===== config.mk =====
export PLATFORM = sky130hd
export DESIGN_NAME = cruise_button_speed_control_flat
export DESIGN_NICKNAME = d
export VERILOG_FILES = /design/src/sv/cbsc_pkg.sv /design/src/sv/cbsc_if.sv /design/src/sv/cbsc_core.sv /design/src/sv/cruise_button_speed_control.sv /design/src/flat_wrapper.sv
export SDC_FILE = /design/constraint.sdc
export NUM_CORES = 1
export LEC_CHECK = 0
export BUFFER_PORTS_ARGS = -buffer_cell sky130_fd_sc_hd__clkbuf_2
export CORE_UTILIZATION = 45
export CTS_BUF_LIST = sky130_fd_sc_hd__clkbuf_4 sky130_fd_sc_hd__clkbuf_8
export DETAILED_ROUTE_END_ITERATION = 10
export SLEW_MARGIN = 20
export SYNTH_ARGS = -nofsm -noshare
export SYNTH_HDL_FRONTEND = slang
export SYNTH_SLANG_ARGS = --single-unit

===== constraint.sdc =====
create_clock -name clk -period 7.3 [get_ports clk]
set_input_delay 0.365 -clock clk [delete_from_list [all_inputs] [get_ports clk]]
set_output_delay 0.365 -clock clk [all_outputs]
set_load 0.01 [all_outputs]

===== src/sv/cbsc_pkg.sv =====
// Shared types and constants for the cruise button speed control block.
package cbsc_pkg;

    localparam int unsigned CFG_WIDTH   = 14;
    localparam int unsigned SPEED_WIDTH = 16;
    localparam int unsigned CMD_WIDTH   = 15;
    localparam int unsigned REGEN_WIDTH = 2;
    localparam int unsigned IDX_WIDTH   = 2;

    // Register indexes on the configuration channel
    localparam logic [IDX_WIDTH-1:0] CFG_TARGET_STEP    = 2'd0;
    localparam logic [IDX_WIDTH-1:0] CFG_RAMP_UP_RATE   = 2'd1;
    localparam logic [IDX_WIDTH-1:0] CFG_RAMP_DOWN_RATE = 2'd2;

    localparam logic signed [17:0] ENGAGE_MIN = 18'sd500;
    localparam logic signed [17:0] SAT_HIGH   = 18'sd32767;
    localparam logic signed [17:0] SAT_LOW    = -18'sd32768;
    localparam logic [REGEN_WIDTH-1:0] REGEN_MAX = 2'd3;

    typedef struct packed {
        logic                          btn_on;
        logic                          btn_set_plus;
        logic                          btn_set_minus;
        logic                          btn_disable;
        logic                          brake_pressed;
        logic                          run_mode;
        logic signed [SPEED_WIDTH-1:0] vehicle_speed;
    } in_word_t;

    typedef struct packed {
        logic [CMD_WIDTH-1:0]   cruise_speed;
        logic [REGEN_WIDTH-1:0] regen_level;
    } out_word_t;

    typedef struct packed {
        logic [CFG_WIDTH-1:0] target_step;
        logic [CFG_WIDTH-1:0] ramp_up_rate;
        logic [CFG_WIDTH-1:0] ramp_down_rate;
    } cfg_t;

endpackage


===== src/sv/cbsc_if.sv =====
// Handshake channel interfaces for tick words, result words and register writes.
interface cbsc_in_if;
    logic               valid;
    logic               ready;
    cbsc_pkg::in_word_t data;

    modport source (output valid, output data, input ready);
    modport sink   (input valid, input data, output ready);
    modport mon    (input valid, input data, input ready);
endinterface

interface cbsc_out_if;
    logic                valid;
    logic                ready;
    cbsc_pkg::out_word_t data;

    modport source (output valid, output data, input ready);
    modport sink   (input valid, input data, output ready);
    modport mon    (input valid, input data, input ready);
endinterface

interface cbsc_cfg_if;
    logic                             valid;
    logic                             ready;
    logic [cbsc_pkg::IDX_WIDTH-1:0]   index;
    logic [cbsc_pkg::CFG_WIDTH-1:0]   data;

    modport source (output valid, output index, output data, input ready);
    modport sink   (input valid, input index, input data, output ready);
    modport mon    (input valid, input index, input data, input ready);
endinterface


===== src/sv/cbsc_core.sv =====
// Cruise state registers and the single-pass update for one tick word.
module cbsc_core (
    input  logic                clk,
    input  logic                rst_n,
    input  logic                fire,
    input  cbsc_pkg::in_word_t  word,
    input  cbsc_pkg::cfg_t      cfg,
    output cbsc_pkg::out_word_t res
);

    logic                                  latched_reg;
    logic                                  latched_next;
    logic signed [cbsc_pkg::SPEED_WIDTH-1:0] target_reg;
    logic signed [cbsc_pkg::SPEED_WIDTH-1:0] target_next;
    logic [cbsc_pkg::CMD_WIDTH-1:0]        cmd_reg;
    logic [cbsc_pkg::CMD_WIDTH-1:0]        cmd_next;
    logic [cbsc_pkg::REGEN_WIDTH-1:0]      regen_reg;
    logic [cbsc_pkg::REGEN_WIDTH-1:0]      regen_next;

    always_comb
    begin
        logic signed [17:0] speed;
        logic signed [17:0] tgt;
        logic signed [17:0] cs;
        logic signed [17:0] step;
        logic signed [17:0] sum;
        logic               setp;
        logic               setn;

        setp  = word.btn_set_plus;
        setn  = word.btn_set_minus;
        speed = {{2{word.vehicle_speed[15]}}, word.vehicle_speed};
        tgt   = {{2{target_reg[15]}}, target_reg};
        cs    = {3'b000, cmd_reg};
        step  = {4'b0000, cfg.target_step};
        sum   = '0;

        latched_next = latched_reg;
        target_next  = target_reg;
        cmd_next     = cmd_reg;
        regen_next   = regen_reg;

        if (latched_reg)
        begin
            // hold everything until both set buttons are released
            if (!setp && !setn)
            begin
                latched_next = 1'b0;
            end
        end
        else
        begin
            if (setp || setn)
            begin
                latched_next = 1'b1;
            end

            if (word.brake_pressed)
            begin
                if (setp)
                begin
                    if (regen_reg < cbsc_pkg::REGEN_MAX)
                    begin
                        regen_next = regen_reg + 2'd1;
                    end
                end
                else if (setn)
                begin
                    if (regen_reg != '0)
                    begin
                        regen_next = regen_reg - 2'd1;
                    end
                end
            end

            if (word.btn_on && word.run_mode)
            begin
                if (cs <= 18'sd0)
                begin
                    if (setn && speed > cbsc_pkg::ENGAGE_MIN)
                    begin
                        tgt = speed;
                        cs  = speed;
                    end
                    else if (setp && tgt > 18'sd0)
                    begin
                        cs = speed;
                    end
                end
                else
                begin
                    if (word.btn_disable || word.brake_pressed)
                    begin
                        cs = '0;
                    end
                    else if (setp || setn)
                    begin
                        sum = setp ? (tgt + step) : (tgt - step);
                        if (sum > cbsc_pkg::SAT_HIGH)
                        begin
                            tgt = cbsc_pkg::SAT_HIGH;
                        end
                        else if (sum < cbsc_pkg::SAT_LOW)
                        begin
                            tgt = cbsc_pkg::SAT_LOW;
                        end
                        else
                        begin
                            tgt = sum;
                        end
                    end
                end
            end
            else
            begin
                cs  = '0;
                tgt = '0;
            end

            // ramp toward the target, clamped at the target and at zero
            if (cs <= 18'sd0)
            begin
                cs = '0;
            end
            else if (cs < tgt)
            begin
                cs = cs + {4'b0000, cfg.ramp_up_rate};
                if (cs > tgt)
                begin
                    cs = tgt;
                end
            end
            else if (cs > tgt)
            begin
                cs = cs - {4'b0000, cfg.ramp_down_rate};
                if (cs < tgt)
                begin
                    cs = tgt;
                end
                if (cs < 18'sd0)
                begin
                    cs = '0;
                end
            end
            if (cs > cbsc_pkg::SAT_HIGH)
            begin
                cs = cbsc_pkg::SAT_HIGH;
            end

            target_next = tgt[cbsc_pkg::SPEED_WIDTH-1:0];
            cmd_next    = cs[cbsc_pkg::CMD_WIDTH-1:0];
        end
    end

    always_ff @(posedge clk or negedge rst_n)
    begin
        if (!rst_n)
        begin
            latched_reg <= 1'b0;
            target_reg  <= '0;
            cmd_reg     <= '0;
            regen_reg   <= '0;
        end
        else if (fire)
        begin
            latched_reg <= latched_next;
            target_reg  <= target_next;
            cmd_reg     <= cmd_next;
            regen_reg   <= regen_next;
        end
    end

    assign res.cruise_speed = cmd_next;
    assign res.regen_level  = regen_next;

endmodule


===== src/sv/cruise_button_speed_control.sv =====
// Cruise button speed control: each accepted tick word waits in the input register, and its
// result word is shown from the result register. Throughput one word per cycle unless the
// result stalls: the input register feeds the state update, whose answer lands in the result
// register; the state feeds back within that same cycle. A stalled result holds while one more
// tick word waits in the input register. Reset (rst_n low, asynchronous) clears the state, the
// configuration registers and both valid flags.
module cruise_button_speed_control (
    input  logic          clk,
    input  logic          rst_n,
    cbsc_in_if.sink       tick,
    cbsc_out_if.source    result,
    cbsc_cfg_if.sink      cfg
);

    logic                s1_valid_reg;
    logic                s1_valid_next;
    cbsc_pkg::in_word_t  s1_word_reg;
    logic                out_valid_reg;
    logic                out_valid_next;
    cbsc_pkg::out_word_t out_word_reg;
    cbsc_pkg::out_word_t core_res;
    cbsc_pkg::cfg_t      cfg_reg;
    logic                out_load;
    logic                tick_take;

    assign out_load  = s1_valid_reg && (!out_valid_reg || result.ready);
    assign tick.ready = !s1_valid_reg || out_load;
    assign tick_take = tick.valid && tick.ready;
    assign cfg.ready = 1'b1;

    always_comb
    begin
        s1_valid_next = s1_valid_reg;
        if (tick_take)
        begin
            s1_valid_next = 1'b1;
        end
        else if (out_load)
        begin
            s1_valid_next = 1'b0;
        end

        out_valid_next = out_valid_reg;
        if (out_load)
        begin
            out_valid_next = 1'b1;
        end
        else if (result.ready)
        begin
            out_valid_next = 1'b0;
        end
    end

    always_ff @(posedge clk or negedge rst_n)
    begin
        if (!rst_n)
        begin
            s1_valid_reg  <= 1'b0;
            out_valid_reg <= 1'b0;
            cfg_reg       <= '0;
        end
        else
        begin
            s1_valid_reg  <= s1_valid_next;
            out_valid_reg <= out_valid_next;
            if (cfg.valid)
            begin
                case (cfg.index)
                    cbsc_pkg::CFG_TARGET_STEP:    cfg_reg.target_step    <= cfg.data;
                    cbsc_pkg::CFG_RAMP_UP_RATE:   cfg_reg.ramp_up_rate   <= cfg.data;
                    cbsc_pkg::CFG_RAMP_DOWN_RATE: cfg_reg.ramp_down_rate <= cfg.data;
                    default:                      cfg_reg                <= cfg_reg;
                endcase
            end
        end
    end

    always_ff @(posedge clk)
    begin
        if (tick_take)
        begin
            s1_word_reg <= tick.data;
        end
        if (out_load)
        begin
            out_word_reg <= core_res;
        end
    end

    cbsc_core u_core (
        .clk   (clk),
        .rst_n (rst_n),
        .fire  (out_load),
        .word  (s1_word_reg),
        .cfg   (cfg_reg),
        .res   (core_res)
    );

    assign result.valid = out_valid_reg;
    assign result.data  = out_word_reg;

endmodule


===== src/flat_wrapper.sv =====
// flat-port wrapper written by rule: the top's interface ports become plain ports
module cruise_button_speed_control_flat 
  (clk, rst_n, tick_valid, tick_data, tick_ready, result_valid, result_data, result_ready, cfg_valid, cfg_index, cfg_data, cfg_ready);
  cbsc_in_if tick_i ();
  cbsc_out_if result_i ();
  cbsc_cfg_if cfg_i ();
  input  logic clk;
  input  logic rst_n;
  input wire logic [$bits(tick_i.valid)-1:0] tick_valid;
  input wire logic [$bits(tick_i.data)-1:0] tick_data;
  output wire logic [$bits(tick_i.ready)-1:0] tick_ready;
  output wire logic [$bits(result_i.valid)-1:0] result_valid;
  output wire logic [$bits(result_i.data)-1:0] result_data;
  input wire logic [$bits(result_i.ready)-1:0] result_ready;
  input wire logic [$bits(cfg_i.valid)-1:0] cfg_valid;
  input wire logic [$bits(cfg_i.index)-1:0] cfg_index;
  input wire logic [$bits(cfg_i.data)-1:0] cfg_data;
  output wire logic [$bits(cfg_i.ready)-1:0] cfg_ready;
  assign tick_i.valid = tick_valid;
  assign tick_i.data = tick_data;
  assign tick_ready = tick_i.ready;
  assign result_valid = result_i.valid;
  assign result_data = result_i.data;
  assign result_i.ready = result_ready;
  assign cfg_i.valid = cfg_valid;
  assign cfg_i.index = cfg_index;
  assign cfg_i.data = cfg_data;
  assign cfg_ready = cfg_i.ready;
  cruise_button_speed_control u_core (.clk(clk), .rst_n(rst_n), .tick(tick_i), .result(result_i), .cfg(cfg_i));
endmodule

==> results by group <==
Logic synthesis
  • Top post-synthesis cells by area: dfrtp_1 (20%), ha_1 (13%), edfxtp_1 (12%), mux2_2 (4.7%), a21oi_1 (4.3%)
  • Largest area contributor in the netlist: dfrtp_1
  • Sequential share of the synthesized area: 31.7%
  • Syn Nets: 1,238
  • Avg Cell Area, Syn: 9.03 sq um
  • Top FF cell, synth: dfrtp_1
  • Netlist cell types: 84
  • Fraction of registers with async set/reset: 66.7%
  • Ys Warns: 0
  • Area share of the largest cell type after synthesis: 19.8%
  • #FFs+latches synth: 117
  • Syn Inst Count: 1,092
  • Post-synth EDFFs: 39
  • Post-synthesis cell area: 9860 sq um

Clocking
  • Worst-path clk slew: 0.09 ns
  • Clock Sinks: 117
  • H-tree lvl count: 4
  • Deepest clock path buffer count: 2
  • TritonCTS buffer count: 17
  • Worst skew pair latency: 0.46 ns
  • CTS tree: done
  • Clock root buffer: clkbuf_8

STA
  • Max Slew Vio Count: 0
  • Post-route setup slack: 0.418 ns
  • Setup tns final: 0 ns
  • Worst slew margin: 24.9%
  • Hold Violations, Final: 0
  • Worst-margin pin slew: 1.12 ns
  • Final worst clock skew: 0.0163 ns
  • Fmax: 145 MHz
  • Tcrit/Tclk final: 94.3%
  • Final critical-path required period: 6.88 ns
  • Final setup violating endpoints: 0

Global routing
  • Initial antenna violation count: 0
  • Congestion Overflow GR: 0
  • Largest net degree at the start of global routing: 79
  • Vias in the first global route: 8,914
  • Total GRT Usage: 31.4%
  • First-pass GRT wire length: 51.9 mm

Finish
  • Diode count: 0
  • Fraction of layout cells with a size suffix above 1: 20.7%
  • Filler Cell Count: 2,029
  • Number of flip-flops in the largest register: 42
  • Layout net count: 1,354
  • Area grow syn2layout: 15.8%

Critical path
  • CP Class: register to register
  • Worst Setup End Kind: register
  • Req. time, crit path: 7.64 ns
  • CP Max Fanout: 8
  • Critical Path Source Type: register
  • CP peak stage delay: 0.54 ns
  • CP max stage cell: or4_4
  • Crit path DAT: 7.22 ns

Worst hold path
  • Hold WC Path Type: input port to register

Floorplan
  • IO Count: 63
  • Die Height: 150 um
  • Cell Rows: 53
  • Core Area: 21,200 sq um
  • Full die area: 22,500 sq um
  • Initial core utilization: 46.5%
  • Die W: 150 um

Detailed routing
  • Final ANT Viol Nets: 0
  • DR pass1 iterations: 5
  • Routed WL: 34.1 mm
  • Drt wl/cell: 22.8 um
  • Detailed-route DRC error count: 0
  • Via count: 9,296
  • Drt initial violations: 806
  • Vias per std cell: 6.21

Power and ir drop
  • Leak pwr: 0.00503 uW
  • Pwr/cell area: 246 nW/um^2
  • Total power: 2810 uW
  • Maximum VDD drop: 0.157 mV

Placement
  • RePlAce Congestion: 1.00
  • Post-DP HPWL: 26.8 mm
  • Pre-CTS setup slack: 0.241 ns
  • # port buffers: 61

Status
  • Status: complete, no violations

Flow run
  • Max-cap viol count: 0
==> stage by stage <==
step	instance area (sq um)	cells	hold WS [ns]	utilization, %
6_report	11400	1496	0.0682	53.8
2_1_floorplan	9860	1092	0.0694	-
3_5_place_dp	10900	1463	0.487	51.3
4_1_cts	11300	1495	0.0486	53.3
5_1_grt	11400	1496	0.0506	53.8
3_3_place_gp	10900	1463	0.472	51.3
==> per-layer routing <==
metal	GRT usage (%)	up-vias	wire length, um
li1	-	4365	-
met4	9.75	2	908
met2	50.5	364	15800
met5	0	-	8
met3	6.68	69	2690
met1	41.9	4496	14700
==> placed cells by master, fill, tap and decap left out, types with 6 or more instances in the layout <==
master and count:
mux2_2 41, a22o_1 11, o31ai_1 15, buf_4 71
and3_1 6, o211ai_1 8, ha_1 99, edfxtp_1 39
inv_6 8, a31oi_1 32, nor3_1 20, dfrtp_1 78
a211oi_1 13, mux2i_1 9, a221oi_1 9, xor2_1 18
o21ai_0 70, clkbuf_8 17, a21oi_1 84, and2_1 13
o21a_1 11, nand2_1 95, nor2_1 79, xnor2_1 30
a21o_1 12, clkbuf_2 60, nand2b_1 17, nand4_1 14
inv_1 62, nor4_1 12, nand3_1 17
==> report_power, final <==
group	internal (uW)	switching, uW
clock	347	328
combinational	484	724
sequential	803	122
==> repair_timing <==
| action | in CTS | in global routing |
|---|---|---|
| hold buffers | 0 | 1 |
| buffers inserted | 0 | 0 |
| endpoints found under the setup margin | 0 | 30 |
| gates resized for setup | 0 | 19 |
| endpoints found under the hold margin | 0 | 1 |
==> worst max-delay path: cells and delay by family (launching register included) <==
family / cells / cell delay [ns]
fa+ha+maj: 2 / 0.75
xor+xnor: 1 / 0.19
compound gates: 15 / 2.87
buf+inv: 3 / 0.56
flops: 1 / 0.42
simple gates: 7 / 1.96
==> final cells by class <==
| class | count | area (sq um) | share of cell area (%) |
|---|---|---|---|
| Clock buffer | 17 | 234 | 2.05 |
| Clock inverter | 15 | 189 | 1.65 |
| Inverter | 62 | 233 | 2.04 |
| Multi-Input combinational cell | 876 | 6430 | 56.3 |
| Sequential cell | 117 | 3120 | 27.3 |
| Tap cell | 275 | 344 | 3.01 |
| Timing Repair Buffer | 134 | 866 | 7.58 |
==> Yosys cell counts, types with 17 or more instances <==
library cell / count
a21oi_1: 84
xor2_1: 18
xnor2_1: 30
nand2b_1: 17
o21ai_0: 74
dfrtp_1: 78
mux2_2: 41
nand2_1: 95
o31ai_1: 17
nor2_1: 79
inv_1: 62
a31oi_1: 32
edfxtp_1: 39
ha_1: 100
nand3_1: 17
clkbuf_1: 27
nor3_1: 22
==> cells by family (layout without fill, tap and decap cells) <==
kind of cell | count (synthesis) | after routing | share of synthesized area, %
AO/OA/AOI/OAI | 352 | 352 | 24.9
XOR/XNOR | 48 | 48 | 4.26
adder cells (fa/ha/maj) | 103 | 103 | 13.3
buffers and inverters | 99 | 228 | 4.04
flip-flops | 117 | 117 | 31.7
multiplexers | 50 | 50 | 5.60
other | 1 | 1 | 0.0380
AND/OR/NAND/NOR | 322 | 322 | 16.1
==> path summary, 6_finish.rpt <==
| kind | start | end | slack, ns | depth (start not counted) |
|---|---|---|---|---|
| max reg2reg | u_core.cfg_reg[28]$_DFFE_PN0P_ | u_core.result.data[15]$_DFFE_PP_ | 0.42 | 28 |
| max | u_core.cfg_reg[28]$_DFFE_PN0P_ | u_core.result.data[15]$_DFFE_PP_ | 0.42 | 28 |
| min reg2reg | u_core.cfg_reg[12]$_DFFE_PN0P_ | u_core.cfg_reg[12]$_DFFE_PN0P_ | 0.51 | 1 |
| min | tick_data[20] | u_core.s1_word_reg[20]$_DFFE_PP_ | 0.07 | 1 |
| max in group asynchronous | rst_n | u_core.u_core.cmd_reg[0]$_DFFE_PN0P_ | 6.24 | 2 |
| min in group asynchronous | rst_n | u_core.cfg_reg[40]$_DFFE_PN0P_ | 0.51 | 2 |
No activity file was read; power rests on OpenSTA's default activity.
